==> src/rtl/http_chunked_body_decoder_assert.svh <==
// Assertion macros used by the chunked body decoder top level.
`ifndef HTTP_CHUNKED_BODY_DECODER_ASSERT_SVH
`define HTTP_CHUNKED_BODY_DECODER_ASSERT_SVH

// The consequent must hold in the same cycle as the antecedent.
`define HCBD_ASSERT_SAME(label, ante, cons) \
    label: assert property (@(posedge i_clk) disable iff (!i_rst_n) (ante) |-> (cons)) \
        else $error("hcbd assertion failed");

// The consequent must hold in the cycle after the antecedent.
`define HCBD_ASSERT_NEXT(label, ante, cons) \
    label: assert property (@(posedge i_clk) disable iff (!i_rst_n) (ante) |=> (cons)) \
        else $error("hcbd assertion failed");

`endif

==> src/rtl/hcbd_pkg.sv <==
// Types and constants shared by the chunked body decoder modules.
`default_nettype none
package hcbd_pkg;

    localparam logic [7:0] CHAR_CR   = 8'h0D;
    localparam logic [7:0] CHAR_LF   = 8'h0A;
    localparam logic [7:0] CHAR_SEMI = 8'h3B;

    localparam logic [2:0] ST_DATA         = 3'd0;
    localparam logic [2:0] ST_FINISHED     = 3'd1;
    localparam logic [2:0] ST_NO_SIZE_TERM = 3'd2;
    localparam logic [2:0] ST_BAD_SIZE     = 3'd3;
    localparam logic [2:0] ST_TRUNCATED    = 3'd4;
    localparam logic [2:0] ST_NO_DATA_TERM = 3'd5;

    localparam int Q_DEPTH = 4;
    localparam int Q_AW    = 2;

    typedef struct packed {
        logic [7:0] body_byte;
        logic       end_of_body;
    } t_in_item;

    typedef struct packed {
        logic [7:0] payload_byte;
        logic [2:0] status;
    } t_out_item;

    typedef struct packed {
        logic [7:0] body_byte;
        logic       last;
        logic       is_cr;
        logic       is_lf;
        logic       is_semi;
        logic       is_hex;
        logic [3:0] hex_val;
    } t_class;

    typedef struct packed {
        logic full;
        logic empty;
    } t_q_stat;

    typedef enum logic [2:0] {
        PH_SIZE,
        PH_SIZE_CR,
        PH_EXT,
        PH_EXT_CR,
        PH_DATA,
        PH_TERM1,
        PH_TERM2
    } t_phase;

endpackage
`default_nettype wire

==> src/rtl/http_chunked_body_decoder.sv <==
// Top level of the HTTP chunked body decoder.
//
// Input channel: one body byte per item with an end-of-body flag, under
// i_in_valid and o_in_stall. Output channel: one payload byte or status per
// item, under o_out_valid and i_out_stall.
// Each byte causes at most one output item. Data bytes come out with status
// zero; a finish or an error comes out once, after which bytes are dropped
// until the end-of-body byte, which returns the decoder to its reset state.
// An accepted byte is classified and written into a four-entry queue; the
// framing state machine takes one byte per cycle from the queue whenever the
// output register is empty or not stalled, and registers its result there.
// Sustained throughput is one byte per cycle while the receiver does not
// stall, set by the per-byte update of the framing state and chunk counter.
// When the receiver stalls, the output register holds its item, the queue
// fills, and o_in_stall rises once all four entries are in use.
// Reset is synchronous and active low; it empties the queue and the output
// register and starts a new size line.
`default_nettype none
module http_chunked_body_decoder #(
    parameter int COUNT_WIDTH = 32
) (
    input  logic                i_clk,
    input  logic                i_rst_n,
    input  logic                i_in_valid,
    output logic                o_in_stall,
    input  hcbd_pkg::t_in_item  i_in_item,
    output logic                o_out_valid,
    input  logic                i_out_stall,
    output hcbd_pkg::t_out_item o_out_item
);
    import hcbd_pkg::*;

`include "http_chunked_body_decoder_assert.svh"

    t_class  front_class;
    t_class  q_class;
    t_q_stat q_stat;
    logic    q_push;
    logic    q_pop;

    hcbd_front u_front (
        .i_valid  (i_in_valid),
        .i_item   (i_in_item),
        .i_q_full (q_stat.full),
        .o_stall  (o_in_stall),
        .o_push   (q_push),
        .o_class  (front_class)
    );

    hcbd_queue u_queue (
        .i_clk   (i_clk),
        .i_rst_n (i_rst_n),
        .i_push  (q_push),
        .i_class (front_class),
        .i_pop   (q_pop),
        .o_class (q_class),
        .o_stat  (q_stat)
    );

    hcbd_back #(
        .COUNT_WIDTH (COUNT_WIDTH)
    ) u_back (
        .i_clk       (i_clk),
        .i_rst_n     (i_rst_n),
        .i_class     (q_class),
        .i_q_empty   (q_stat.empty),
        .i_out_stall (i_out_stall),
        .o_pop       (q_pop),
        .o_out_valid (o_out_valid),
        .o_out_item  (o_out_item)
    );

    `HCBD_ASSERT_SAME(a_payload_zero, o_out_valid && (o_out_item.status != ST_DATA), o_out_item.payload_byte == 8'h00)
    `HCBD_ASSERT_SAME(a_status_range, o_out_valid, o_out_item.status <= ST_NO_DATA_TERM)
    `HCBD_ASSERT_SAME(a_queue_sane, 1'b1, !(q_stat.full && q_stat.empty))
    `HCBD_ASSERT_NEXT(a_queue_fill, q_push && q_stat.empty, !q_stat.empty)

endmodule
`default_nettype wire

==> src/rtl/hcbd_front.sv <==
// Input handshake and byte classification ahead of the queue.
`default_nettype none
module hcbd_front (
    input  logic              i_valid,
    input  hcbd_pkg::t_in_item i_item,
    input  logic              i_q_full,
    output logic              o_stall,
    output logic              o_push,
    output hcbd_pkg::t_class  o_class
);
    import hcbd_pkg::*;

    logic [7:0] b;

    assign b       = i_item.body_byte;
    assign o_stall = i_q_full;
    assign o_push  = i_valid && !i_q_full;

    always_comb begin
        o_class.body_byte = b;
        o_class.last      = i_item.end_of_body;
        o_class.is_cr     = (b == CHAR_CR);
        o_class.is_lf     = (b == CHAR_LF);
        o_class.is_semi   = (b == CHAR_SEMI);
        o_class.is_hex    = 1'b0;
        o_class.hex_val   = 4'h0;
        if (b inside {[8'h30:8'h39]}) begin
            o_class.is_hex  = 1'b1;
            o_class.hex_val = 4'(b - 8'h30);
        end else if (b inside {[8'h61:8'h66]}) begin
            o_class.is_hex  = 1'b1;
            o_class.hex_val = 4'(b - 8'h57);
        end else if (b inside {[8'h41:8'h46]}) begin
            o_class.is_hex  = 1'b1;
            o_class.hex_val = 4'(b - 8'h37);
        end
    end

endmodule
`default_nettype wire

==> src/rtl/hcbd_queue.sv <==
// Short queue of classified bytes between the front and back parts.
`default_nettype none
module hcbd_queue (
    input  logic             i_clk,
    input  logic             i_rst_n,
    input  logic             i_push,
    input  hcbd_pkg::t_class i_class,
    input  logic             i_pop,
    output hcbd_pkg::t_class o_class,
    output hcbd_pkg::t_q_stat o_stat
);
    import hcbd_pkg::*;

    t_class            r_slot [Q_DEPTH];
    logic [Q_AW-1:0]   r_wr_ptr;
    logic [Q_AW-1:0]   r_rd_ptr;
    logic [Q_AW:0]     r_fill;
    logic [Q_AW:0]     n_fill;

    always_comb begin
        n_fill = r_fill;
        if (i_push && !i_pop) begin
            n_fill = r_fill + (Q_AW+1)'(1);
        end else if (i_pop && !i_push) begin
            n_fill = r_fill - (Q_AW+1)'(1);
        end
    end

    always_ff @(posedge i_clk) begin
        if (!i_rst_n) begin
            r_wr_ptr <= '0;
            r_rd_ptr <= '0;
            r_fill   <= '0;
        end else begin
            if (i_push) begin
                r_wr_ptr <= r_wr_ptr + Q_AW'(1);
            end
            if (i_pop) begin
                r_rd_ptr <= r_rd_ptr + Q_AW'(1);
            end
            r_fill <= n_fill;
        end
    end

    always_ff @(posedge i_clk) begin
        if (i_push) begin
            r_slot[r_wr_ptr] <= i_class;
        end
    end

    assign o_class      = r_slot[r_rd_ptr];
    assign o_stat.full  = (r_fill == (Q_AW+1)'(Q_DEPTH));
    assign o_stat.empty = (r_fill == '0);

endmodule
`default_nettype wire

==> src/rtl/hcbd_back.sv <==
// Chunk framing state machine and registered result stage.
`default_nettype none
module hcbd_back #(
    parameter int COUNT_WIDTH = 32
) (
    input  logic                i_clk,
    input  logic                i_rst_n,
    input  hcbd_pkg::t_class    i_class,
    input  logic                i_q_empty,
    input  logic                i_out_stall,
    output logic                o_pop,
    output logic                o_out_valid,
    output hcbd_pkg::t_out_item o_out_item
);
    import hcbd_pkg::*;

    t_phase                 r_phase;
    t_phase                 n_phase;
    logic [COUNT_WIDTH-1:0] r_count;
    logic [COUNT_WIDTH-1:0] n_count;
    logic                   r_digit;
    logic                   n_digit;
    logic                   r_inv;
    logic                   n_inv;
    logic                   r_tbad;
    logic                   n_tbad;
    logic                   r_stopped;
    logic                   n_stopped;
    logic                   r_out_valid;
    t_out_item              r_out_item;

    logic                   ready;
    logic                   inv_in;
    t_phase                 sb_phase;
    logic [COUNT_WIDTH-1:0] sb_count;
    logic                   sb_digit;
    logic                   sb_inv;
    logic                   line_bad;
    logic                   count_zero;
    logic                   res_valid;
    logic [2:0]             res_status;
    logic [7:0]             res_byte;

    assign ready      = !r_out_valid || !i_out_stall;
    assign o_pop      = ready && !i_q_empty;
    assign line_bad   = r_inv || !r_digit;
    assign count_zero = (r_count == '0);
    assign inv_in     = r_inv || (r_phase == PH_SIZE_CR);

    // Effect of one byte on an open size line.
    always_comb begin
        sb_phase = PH_SIZE;
        sb_count = r_count;
        sb_digit = r_digit;
        sb_inv   = inv_in;
        if (i_class.is_cr) begin
            sb_phase = PH_SIZE_CR;
        end else if (i_class.is_semi) begin
            sb_phase = PH_EXT;
        end else if (!i_class.is_hex) begin
            sb_inv = 1'b1;
        end else begin
            sb_digit = 1'b1;
            if (!inv_in) begin
                if (|r_count[COUNT_WIDTH-1 -: 4]) begin
                    sb_inv = 1'b1;
                end else begin
                    sb_count = {r_count[COUNT_WIDTH-5:0], i_class.hex_val};
                end
            end
        end
    end

    // Next state.
    always_comb begin
        n_phase   = r_phase;
        n_count   = r_count;
        n_digit   = r_digit;
        n_inv     = r_inv;
        n_tbad    = r_tbad;
        n_stopped = r_stopped;
        if (o_pop) begin
            if (!r_stopped) begin
                case (r_phase)
                    PH_SIZE_CR, PH_EXT_CR: begin
                        if (i_class.is_lf) begin
                            if (line_bad || count_zero) begin
                                n_stopped = 1'b1;
                            end else begin
                                n_phase = PH_DATA;
                            end
                        end else if (r_phase == PH_SIZE_CR) begin
                            n_phase = sb_phase;
                            n_count = sb_count;
                            n_digit = sb_digit;
                            n_inv   = sb_inv;
                        end else begin
                            n_phase = i_class.is_cr ? PH_EXT_CR : PH_EXT;
                        end
                    end
                    PH_EXT: begin
                        n_phase = i_class.is_cr ? PH_EXT_CR : PH_EXT;
                    end
                    PH_DATA: begin
                        if (!i_class.last) begin
                            n_count = r_count - COUNT_WIDTH'(1);
                            if (r_count == COUNT_WIDTH'(1)) begin
                                n_phase = PH_TERM1;
                            end
                        end
                    end
                    PH_TERM1: begin
                        n_tbad  = !i_class.is_cr;
                        n_phase = PH_TERM2;
                    end
                    PH_TERM2: begin
                        if (r_tbad || !i_class.is_lf) begin
                            n_stopped = 1'b1;
                        end else begin
                            n_phase = PH_SIZE;
                            n_count = '0;
                            n_digit = 1'b0;
                            n_inv   = 1'b0;
                            n_tbad  = 1'b0;
                        end
                    end
                    default: begin
                        n_phase = sb_phase;
                        n_count = sb_count;
                        n_digit = sb_digit;
                        n_inv   = sb_inv;
                    end
                endcase
            end
            if (i_class.last) begin
                n_phase   = PH_SIZE;
                n_count   = '0;
                n_digit   = 1'b0;
                n_inv     = 1'b0;
                n_tbad    = 1'b0;
                n_stopped = 1'b0;
            end
        end
    end

    // Result of the byte being taken from the queue.
    always_comb begin
        res_valid  = 1'b0;
        res_status = ST_DATA;
        res_byte   = 8'h00;
        if (o_pop && !r_stopped) begin
            case (r_phase)
                PH_SIZE_CR, PH_EXT_CR: begin
                    if (i_class.is_lf) begin
                        if (line_bad) begin
                            res_valid  = 1'b1;
                            res_status = ST_BAD_SIZE;
                        end else if (count_zero) begin
                            res_valid  = 1'b1;
                            res_status = ST_FINISHED;
                        end else if (i_class.last) begin
                            res_valid  = 1'b1;
                            res_status = ST_TRUNCATED;
                        end
                    end else if (i_class.last) begin
                        res_valid  = 1'b1;
                        res_status = ST_NO_SIZE_TERM;
                    end
                end
                PH_DATA: begin
                    res_valid = 1'b1;
                    if (i_class.last) begin
                        res_status = ST_TRUNCATED;
                    end else begin
                        res_byte = i_class.body_byte;
                    end
                end
                PH_TERM1: begin
                    if (i_class.last) begin
                        res_valid  = 1'b1;
                        res_status = ST_TRUNCATED;
                    end
                end
                PH_TERM2: begin
                    if (r_tbad || !i_class.is_lf) begin
                        res_valid  = 1'b1;
                        res_status = ST_NO_DATA_TERM;
                    end else if (i_class.last) begin
                        res_valid  = 1'b1;
                        res_status = ST_NO_SIZE_TERM;
                    end
                end
                default: begin
                    if (i_class.last) begin
                        res_valid  = 1'b1;
                        res_status = ST_NO_SIZE_TERM;
                    end
                end
            endcase
        end
    end

    always_ff @(posedge i_clk) begin
        if (!i_rst_n) begin
            r_phase     <= PH_SIZE;
            r_count     <= '0;
            r_digit     <= 1'b0;
            r_inv       <= 1'b0;
            r_tbad      <= 1'b0;
            r_stopped   <= 1'b0;
            r_out_valid <= 1'b0;
        end else begin
            r_phase   <= n_phase;
            r_count   <= n_count;
            r_digit   <= n_digit;
            r_inv     <= n_inv;
            r_tbad    <= n_tbad;
            r_stopped <= n_stopped;
            if (ready) begin
                r_out_valid <= res_valid;
            end
        end
    end

    always_ff @(posedge i_clk) begin
        if (ready) begin
            r_out_item.payload_byte <= res_byte;
            r_out_item.status       <= res_status;
        end
    end

    assign o_out_valid = r_out_valid;
    assign o_out_item  = r_out_item;

endmodule
`default_nettype wire

==> config.mk <==
export PLATFORM = sky130hd
export DESIGN_NAME = http_chunked_body_decoder
export DESIGN_NICKNAME = d
export VERILOG_FILES = /design/src/rtl/hcbd_pkg.sv /design/src/rtl/http_chunked_body_decoder.sv /design/src/rtl/hcbd_front.sv /design/src/rtl/hcbd_queue.sv /design/src/rtl/hcbd_back.sv
export VERILOG_INCLUDE_DIRS = /design/src /design/src/rtl
export SDC_FILE = /design/constraint.sdc
export NUM_CORES = 1
export LEC_CHECK = 0
export ABC_AREA = 1
export BUFFER_PORTS_ARGS = -buffer_cell sky130_fd_sc_hd__buf_4
export CAP_MARGIN = 40
export CORE_AREA = 2 2 155 157
export DETAILED_ROUTE_END_ITERATION = 12
export DIE_AREA = 0 0 157 159
export PLACE_DENSITY = 0.49
export SETUP_SLACK_MARGIN = 0.4
export SYNTH_ARGS = -nofsm -noshare
export SYNTH_HDL_FRONTEND = slang
export SYNTH_HIERARCHICAL = 1
export SYNTH_SLANG_ARGS = --single-unit
==> constraint.sdc <==
create_clock -name i_clk -period 2.1 [get_ports i_clk]
set_input_delay 0.42 -clock i_clk [delete_from_list [all_inputs] [get_ports i_clk]]
set_output_delay 0.42 -clock i_clk [all_outputs]
set_load 0.02 [all_outputs]
==> results.yml, run 1 <==
critical_path:
  reg2reg_depth: 15
  critPathLaunchType: "flip-flop"
  critPathBufInv: 4
  path_delay_family: "simple AND/OR/NAND/NOR gates"
  critPathArrivalTime_ns: 2.36
  crit_slowest_cell: "dfxtp_4"
  cp_common_cell: "nor2_4"
  worstPathCellList: "inv_8 -> nor2_4 -> o22ai_4 -> inv_2 -> nor2_4 -> nor2_2 -> nand2_2 -> nand3_4 -> nor2_8 -> nand2_8 -> nor2_4 -> buf_6 -> clkbuf_16 -> nand2_1 -> a21oi_1"
  slowest_delay_ns: 0.40
  crit_path_end_kind: "flip-flop"
  r2r-end: "u_back/r_count[17]$_SDFFE_PN0P_"
  r2r_slack_ns: 0.09
  worstPathMaxFanout: 8
  criticalPathCategory: "flip-flop to flip-flop"
  crit_required_ns: 2.45
drt:
  drt_iter0_drc: 283
  via_per_inst: 4.64
  wire_per_inst_um: 14.3
  drtAntennaViolNets: 0
  vias: 5933
  wirelength_mm: 18.2
  drcViolationCount: 0
  dr.pass1.iters: 5
min_path:
  whs_endpoint: "u_queue/r_slot[2][8]$_DFFE_PP_"
  hp-class: "primary input to flip-flop"
  hold-path-cell-count: 1
  holdCritStartpoint: "i_in_item[0]"
final_layout:
  fillCellCount: 2384
  final_util_pct: 38.6
  area_growth_pct: 30.4
  drive_gt1_share_pct: 27.5
  layoutNonFillerInstCount: 1278
  diodes: 0
  regArea_um2: 3370
  nNetsFinal: 972
  multi_input_area_um2: 3300
power_and_ir_drop:
  swShare_pct: 40.6
  power_frac_seq_pct: 25.5
  p_clk_share_pct: 24.4
  p_total_mw: 13.0
  ir_worst_vdd_uv: 591
  p_leak_nw: 3.65
  p_sw_mw: 5.26
  power_density_nw_per_um2: 1450
  p_comb_share_pct: 50.0
  internal-power_mw: 7.70
global_route:
  grt_first_pass_wirelength_mm: 29.6
  grtUsageTotal_pct: 15.0
  antenna_found_initial: 0
  grt_max_degree: 28
  grt.overflow.total: 0
  grt_pass1_vias: 5846
cts:
  cts_buffers: 17
  htreeDepth: 4
  cts.path.max_buffers: 2
  holdBufCountCts: 0
  cts_tree: "built"
  cts.clk_slew.worst_paths_ns: 0.06
  clock_sinks: 128
  clk_latency_ns: 0.43
  cts_root_buf: "clkbuf_16"
sta:
  setup_viol: 0
  final.setup.worst_slack_ns: 0.0921
  final.min_clock_period_ns: 2.01
  final_max_slew_viol_count: 0
  timing.hold.ws_ns: 0.199
  tightest_slew_ns: 0.600
  post-route-period-util_pct: 95.6
  max_freq_mhz: 498
  slew_headroom_pct: 59.9
  rsz0062_at_grt: "true"
  fin_skew_ns: 0.00980
  hold_viol: 0
synth:
  synthArstFlopShare_pct: 0
  syn_nets: 885
  synth_top_family_by_area: "simple AND/OR/NAND/NOR gates"
  yosys.area.top_type_share_pct: 34.6
  yosysMostFrequentCell: "nand2_1"
  synth-simple-area-share_pct: 27.4
  synth_common_cells: "210 x nand2_1, 154 x nor2_1, 79 x edfxtp_1"
  synth_edf_count: 79
  synth.area.top_cells: "edfxtp_1 35%, dfxtp_1 14%, nand2_1 11%, nor2_1 8.4%, inv_1 4.0%"
  muxShareOfSynthArea_pct: 0.146
  synth-adder-area-share_pct: 2.48
  synth-xor-area-share_pct: 0.255
  synth_warnings: 6
  netlist_area_um2: 6860
  ys_types: 45
  synth_largest_area_cell: "edfxtp_1"
  syn_inst: 859
  yosysSeqAreaShare_pct: 48.9
  synth_compound_area_share_pct: 12.7
  synth_ff_type: "edfxtp_1"
  ys_ff_latch: 128
  synth_area_per_cell_um2: 7.99
placement:
  dp.final_hpwl_mm: 12.2
  place_ws_ns: 0.0131
  io_buffers: 25
  dp.cells: 1214
  place.gp.congestion: 0.844
die:
  fp.dieW_um: 157
  std_cell_rows: 56
  die_h_um: 159
  start_util_pct: 29.6
  coreArea_um2: 23200
  die-area_um2: 25000
  io_pins: 26
run_status:
  status: "completed"
job:
  cap_violations: 0
==> state kept, by name (all words and copies together) (netlist names), named ones only <==
signal              cells
u_back/o_out_valid      1
u_back/r_inv            1
u_queue/r_fill          3
u_back/r_phase          3
u_back/r_digit          1
u_back/r_tbad           1
u_back/r_stopped        1
u_back/o_out_item      11
u_queue/r_rd_ptr        2
u_queue/r_slot         68
u_back/r_count         32
u_queue/r_wr_ptr        2
==> cells by family after synthesis <==
kind of cell	count (synthesis)
buf+inv	119
simple gates	446
compound gates	150
flops	128
xor+xnor	2
fa+ha+maj	13
mux	1
==> what timing repair did <==
item / CTS / global route
pin swaps: 10 / 29
buffers inserted: 18 / 10
cloned: 2 / 2
gates resized for setup: 29 / 80
setup endpoints to repair: 50 / 52
==> placed cells by master (no fill, tap or decap), types with 5 or more instances in the layout <==
cell       Yosys  routed
a21oi_1       49      35
a21oi_2        1      14
buf_4         15      86
buf_6          6       8
clkbuf_16      0      19
dfxtp_1       49      42
edfxtp_1      79      79
ha_1          12      11
inv_1         74      67
inv_2          8      11
inv_6          0       5
nand2_1      210     192
nand2_2        4      17
nand2_4        1       6
nand3_1       49      47
nand4_1        5       5
nor2_1       154     128
nor2_2         7      27
nor2_4         3       9
o21ai_0       35      34
o21ai_1       15      12
o21ai_2       10      13
o21bai_1       9       9
o22ai_1       21      17
==> how the worst max path moves through the flow <==
stage | cells past startpoint | slack [ns] | start | end
final | 15 | 0.09 | flip-flop | u_back/r_count[17]$_SDFFE_PN0P_
after global routing | 15 | -0.01 | flip-flop | u_back/r_count[5]$_SDFFE_PN0P_
after CTS | 14 | 0.08 | flip-flop | u_back/r_count[18]$_SDFFE_PN0P_
after detailed placement | 12 | 0.01 | flip-flop | u_back/r_count[18]$_SDFFE_PN0P_
after global placement | 12 | 0.07 | flip-flop | u_back/r_count[21]$_SDFFE_PN0P_
after floorplan | 16 | 0.19 | flip-flop | u_back/r_count[5]$_SDFFE_PN0P_
==> metrics by stage <==
stage                     TNS (ns)  instance area, um^2
after global placement           0                 7620
final                            0                 8950
after CTS                        0                 8560
after floorplan                  0                 6950
after global routing       -0.0398                 8950
after detailed placement         0                 7620
==> area by class of cell <==
type | instances | area share [%]
sequential | 128 | 37.7
multi-input combinational | 612 | 36.9
timing repair buffer | 102 | 10.3
clock buffer | 17 | 4.75
tap | 319 | 4.46
inverter | 85 | 3.76
clock inverter | 15 | 2.20
==> power groups by stage <==
stage / Clock, mW / Combinational, mW / Sequential, mW
after CTS: 3.24 / 5.79 / 3.30
after floorplan: 0 / 3.62 / 3.31
final: 3.17 / 6.48 / 3.31
after global placement: 0 / 4.85 / 3.32
after detailed placement: 0 / 4.87 / 3.32
after global routing: 3.34 / 7.18 / 3.35
==> metal layers <==
metal  vias to the layer above  GRT usage [%]  wire length, um
met3                        27           2.86              476
met1                      2816           19.0             8320
met2                        73           25.2             8970
li1                       3017              -                -
met5                         -              0                0
met4                         0           5.71              472
Note: power is estimated with default switching activity, not from simulation.
==> run 2, diff against run 1 <==
Settings changed: RECOVER_POWER set to 25.
==> run 2 against run 1 <==
Against the previous run: first-iteration DRC count decreased by 1.1%; sequential cell count unchanged; register-to-register slack about the same; via count about the same; utilization decreased by 0.22 points; hold slack improved by 0.088 ns; largest cell class unchanged.
==> results.yml, run 2 (same netlist as run 1, synthesis figures left out) <==
run_status:
  status: "completed"
final_layout:
  top_regs: "u_queue/r_slot (68), u_back/r_count (32), u_back/o_out_item (11)"
  area_growth_pct: 29.7
  layout_common_cells: "193 x nand2_1, 128 x nor2_1, 79 x edfxtp_1"
  fillCellCount: 2398
  largest_reg_flops: 68
  largest_register: "u_queue/r_slot"
  diodes: 0
  nNetsFinal: 972
  final_common_cell: "nand2_1"
  drive_gt1_share_pct: 26.2
cts:
  cts_tree: "built"
  clk_latency_ns: 0.43
  cts.path.max_buffers: 2
  holdBufCountCts: 0
  clock_sinks: 128
  htreeDepth: 4
  cts.clk_slew.worst_paths_ns: 0.06
  cts_buffers: 17
  cts_root_buf: "clkbuf_16"
global_route:
  grt_pass1_vias: 5846
  grt.overflow.total: 0
  antenna_found_initial: 0
  grt_first_pass_wirelength_mm: 29.6
  grtUsageTotal_pct: 15.0
  grt_max_degree: 28
placement:
  dp.final_hpwl_mm: 12.2
  place.gp.congestion: 0.844
  io_buffers: 25
critical_path:
  cp_common_cell: "nor2_4"
  worstPathCellList: "inv_8 -> nor2_4 -> o22ai_4 -> inv_2 -> nor2_4 -> nor2_2 -> nand2_2 -> nand3_4 -> nor2_8 -> nand2_8 -> nor2_4 -> buf_6 -> clkbuf_16 -> nand2_1 -> a21oi_1"
  r2r-end: "u_back/r_count[17]$_SDFFE_PN0P_"
  path_delay_family: "simple AND/OR/NAND/NOR gates"
  crit_required_ns: 2.45
  critPathBufInv: 4
  worstPathMaxFanout: 8
  r2r_slack_ns: 0.09
  criticalPathCategory: "flip-flop to flip-flop"
  critPathLaunchType: "flip-flop"
  critPathArrivalTime_ns: 2.36
  reg2reg_depth: 15
  slowest_delay_ns: 0.40
  crit_slowest_cell: "dfxtp_4"
  crit_path_end_kind: "flip-flop"
power_and_ir_drop:
  ir_worst_vdd_uv: 591
  p_leak_nw: 3.61
  p_total_mw: 12.9
  power_density_nw_per_um2: 1450
sta:
  hold_viol: 0
  finalSetupTns_ns: 0
  rsz0062_at_grt: "true"
  final.min_clock_period_ns: 2.01
  post-route-period-util_pct: 95.6
  setup_viol: 0
  tightest_slew_ns: 0.909
  slew_headroom_pct: 39.4
  final_max_slew_viol_count: 0
  max_freq_mhz: 498
  fin_skew_ns: 0.0102
die:
  start_util_pct: 29.6
  fp.dieW_um: 157
  coreArea_um2: 23200
  std_cell_rows: 56
  die_h_um: 159
  io_pins: 26
  die-area_um2: 25000
min_path:
  hold-path-cell-count: 1
  hp-class: "primary input to flip-flop"
  holdCritStartpoint: "i_in_item[0]"
  whs_endpoint: "u_queue/r_slot[2][8]$_DFFE_PP_"
drt:
  via_per_inst: 4.64
  wire_per_inst_um: 14.3
  drcViolationCount: 0
  wirelength_mm: 18.3
  drt_iter0_drc: 280
  vias: 5929
  dr.pass1.iters: 5
  drtAntennaViolNets: 0
job:
  cap_violations: 0
[run 2: cell types whose count changed in the layout (fill, tap and decap cells not counted), sizes merged]
cell / change
buf: -10
clkbuf: +10
[run 2: layout make-up]
type / instances / area (um^2) / share of cell area [%]
flip-flops and latches: 128 / 3370 / 37.9
clock buffers: 17 / 425 / 4.78
clock inverters: 15 / 196 / 2.21
well taps: 319 / 399 / 4.49
multi-input cells: 612 / 3290 / 37.0
inverters: 85 / 337 / 3.78
repair buffers: 102 / 883 / 9.93
[run 2: how the worst max path moves through the flow]
stage | slack, ns | to | cells past startpoint
6_report | 0.09 | u_back/r_count[17]$_SDFFE_PN0P_ | 15
5_1_grt | -0.01 | u_back/r_count[5]$_SDFFE_PN0P_ | 15
4_1_cts | 0.08 | u_back/r_count[18]$_SDFFE_PN0P_ | 14
3_5_place_dp | 0.01 | u_back/r_count[18]$_SDFFE_PN0P_ | 12
3_3_place_gp | 0.07 | u_back/r_count[21]$_SDFFE_PN0P_ | 12
2_1_floorplan | 0.19 | u_back/r_count[5]$_SDFFE_PN0P_ | 16
[run 2: stage by stage]
stage	instance area [um^2]	setup slack, ns	hold WS, ns	instances	utilization, %
6_report	8900	0.0926	0.287	1278	38.4
5_1_grt	8900	-0.00957	0.286	1278	38.4
4_1_cts	8560	0.0763	0.183	1266	36.9
3_5_place_dp	7620	0.0131	0.425	1214	32.9
3_3_place_gp	7620	0.0743	0.421	1214	32.9
2_1_floorplan	6950	0.186	0.404	859	-
[run 2: metal layers]
metal  vias up  global-route usage (%)  wire length [um]
met2        71                    25.2              9000
met4         0                    5.71               432
met1      2819                    19.0              8350
li1       3014                       -                 -
met5         -                       0                 0
met3        25                    2.86               482
[run 2: report_power, final]
part,internal (mW),switching (mW)
combinational,2.73,3.73
sequential,3.05,0.255
clock,1.91,1.26
[run 2: worst reg2reg max path: stages, from the launching register on]
cell,delay [ns]
dfxtp_4,0.40
inv_8,0.11
nor2_4,0.05
o22ai_4,0.18
inv_2,0.09
nor2_4,0.13
nor2_2,0.05
nand2_2,0.09
nand3_4,0.10
nor2_8,0.13
nand2_8,0.06
nor2_4,0.10
buf_6,0.14
clkbuf_16,0.15
nand2_1,0.05
a21oi_1,0.12
[run 2: repair_timing]
action                                  CTS  global route
pin swaps                                10            29
gates cloned                              2             2
hold endpoints to repair                  0             0
setup buffers                            18            10
gates resized for setup                  29            80
endpoints found under the setup margin   50            52
==> run 3, diff against run 2 <==
Settings changed: PLACE_DENSITY 0.49 to 0.57.
==> run 3 against run 2 <==
Against the previous run: first-iteration DRC count is 44% higher; clock power is 7.9% lower; setup slack better by 0.075 ns; clock-buffer cell count is 1 higher; combinational power is 13% lower; sequential power hardly changed; register-to-register slack better by 0.08 ns; final area is 5.0% lower; via count is 0.51% lower; non-clock buffer count is 20 lower; clock skew is 0.0030 ns higher; critical path type unchanged.
==> results.yml, run 3 (same netlist as run 1, synthesis figures left out) <==
run_status:
  status: "completed"
cts:
  cts.clk_slew.worst_paths_ns: 0.06
  htreeDepth: 4
  cts_buffers: 17
  holdBufCountCts: 0
  cts_tree: "built"
  clk_latency_ns: 0.42
  cts.path.max_buffers: 2
  cts_root_buf: "clkbuf_16"
  clock_sinks: 128
power_and_ir_drop:
  p_comb_share_pct: 47.5
  p_leak_nw: 3.37
  p_sw_mw: 4.96
  power_frac_seq_pct: 27.9
  ir_worst_vdd_uv: 621
  swShare_pct: 41.8
  internal-power_mw: 6.89
  power_density_nw_per_um2: 1400
  p_clk_share_pct: 24.6
critical_path:
  critPathBufInv: 3
  crit_required_ns: 2.40
  criticalPathCategory: "flip-flop to flip-flop"
  worstPathCellList: "inv_2 -> o21ai_2 -> o22ai_4 -> nor2_1 -> nor2_2 -> nand3_4 -> nor2_8 -> nand2_8 -> buf_4 -> buf_8 -> o21ai_1 -> a21oi_1"
  slowest_delay_ns: 0.37
  critPathArrivalTime_ns: 2.23
  critPathLaunchType: "flip-flop"
  crit_path_end_kind: "flip-flop"
  path_delay_family: "simple AND/OR/NAND/NOR gates"
  crit_slowest_cell: "dfxtp_4"
  worstPathMaxFanout: 8
final_layout:
  largest_reg_flops: 68
  layout_common_cells: "205 x nand2_1, 141 x nor2_1, 79 x edfxtp_1"
  largest_register: "u_queue/r_slot"
  area_growth_pct: 23.2
  stdcell_area_um2: 8450
  final_util_pct: 36.4
  nNetsFinal: 952
  final_common_cell: "nand2_1"
  top_regs: "u_queue/r_slot (68), u_back/r_count (32), u_back/o_out_item (11)"
  diodes: 0
  drive_gt1_share_pct: 20.1
drt:
  dr.pass1.iters: 5
  vias: 5899
  wirelength_mm: 17.4
  via_per_inst: 4.69
  wire_per_inst_um: 13.8
  drtAntennaViolNets: 0
  drcViolationCount: 0
  drt_iter0_drc: 403
sta:
  hold_viol: 0
  timing.hold.ws_ns: 0.307
  finalSetupTns_ns: 0
  final.setup.worst_slack_ns: 0.168
  rsz0062_at_grt: "true"
  post-route-period-util_pct: 92.0
  slew_headroom_pct: 41.7
  max_freq_mhz: 518
  final_max_slew_viol_count: 0
  setup_viol: 0
  final.min_clock_period_ns: 1.93
  tightest_slew_ns: 0.874
  fin_skew_ns: 0.0132
global_route:
  grt.overflow.total: 0
  grt_max_degree: 28
  grtUsageTotal_pct: 14.2
  grt_pass1_vias: 5795
  grt_first_pass_wirelength_mm: 28.4
  antenna_found_initial: 0
placement:
  place.gp.congestion: 0.883
  place_area_um2: 7530
  place_ws_ns: 0.0626
  io_buffers: 25
  dp.final_hpwl_mm: 11.8
job:
  cap_violations: 0
die:
  io_pins: 26
  die_h_um: 159
  coreArea_um2: 23200
  fp.dieW_um: 157
  die-area_um2: 25000
  start_util_pct: 29.6
  std_cell_rows: 56
min_path:
  hp-class: "primary input to flip-flop"
[run 3: power groups by stage]
stage / Clock [mW] / Sequential, mW / Combinational, mW
5_1_grt: 3.09 / 3.34 / 6.23
4_1_cts: 2.99 / 3.30 / 5.29
2_1_floorplan: 0 / 3.31 / 3.62
3_5_place_dp: 0 / 3.32 / 4.78
3_3_place_gp: 0 / 3.33 / 4.73
6_report: 2.92 / 3.31 / 5.63
[run 3: repair_timing]
| action | 4_1_cts | 5_1_grt |
|---|---|---|
| pin swaps | 9 | 13 |
| setup buffers | 16 | 8 |
| setup endpoints to repair | 52 | 46 |
| gates resized for setup | 36 | 26 |
| hold endpoints to repair | 0 | 0 |
[run 3: worst paths after layout]
| kind | start | endpoint | slack, ns | depth (start not counted) |
|---|---|---|---|---|
| setup / recovery | flip-flop | u_back/r_count[1]$_SDFFE_PN0P_ | 0.17 | 12 |
| hold / removal | i_rst_n | u_queue/r_fill[2]$_SDFFE_PN0P_ | 0.31 | 3 |
| setup reg to reg | flip-flop | u_back/r_count[1]$_SDFFE_PN0P_ | 0.17 | 12 |
| hold reg to reg | u_queue/r_rd_ptr[1]$_SDFFE_PN0P_ | flip-flop | 0.45 | 1 |
[run 3: final cells by class]
cell class	instances	area, um^2
fillers	2382	14700
flip-flops and latches	128	3370
multi-input cells	612	3150
repair buffers	82	629
clock buffers	18	429
well taps	319	399
inverters	85	327
clock inverters	14	145
[run 3: metal layers]
layer	wire length [um]	share of wire (%)	global-route usage, %	vias to the layer above
met4	376	2.2	5.59	0
li1	-	-	-	2984
met1	7860	45	18.1	2770
met3	687	3.9	2.69	24
met5	0	0	0	-
met2	8490	49	23.7	121
[run 3: tightest hold or removal path: stages]
cell and delay [ns]:
buf_4 0.16, nand2_1 0.07, nor2_1 0.03
[run 3: stage by stage]
| stage | power [mW] | std cells |
|---|---|---|
| floorplan | 6.93 | 859 |
| CTS | 11.6 | 1250 |
| detailed placement | 8.11 | 1202 |
| global route | 12.7 | 1258 |
| finish | 11.9 | 1258 |
| global placement | 8.06 | 1202 |
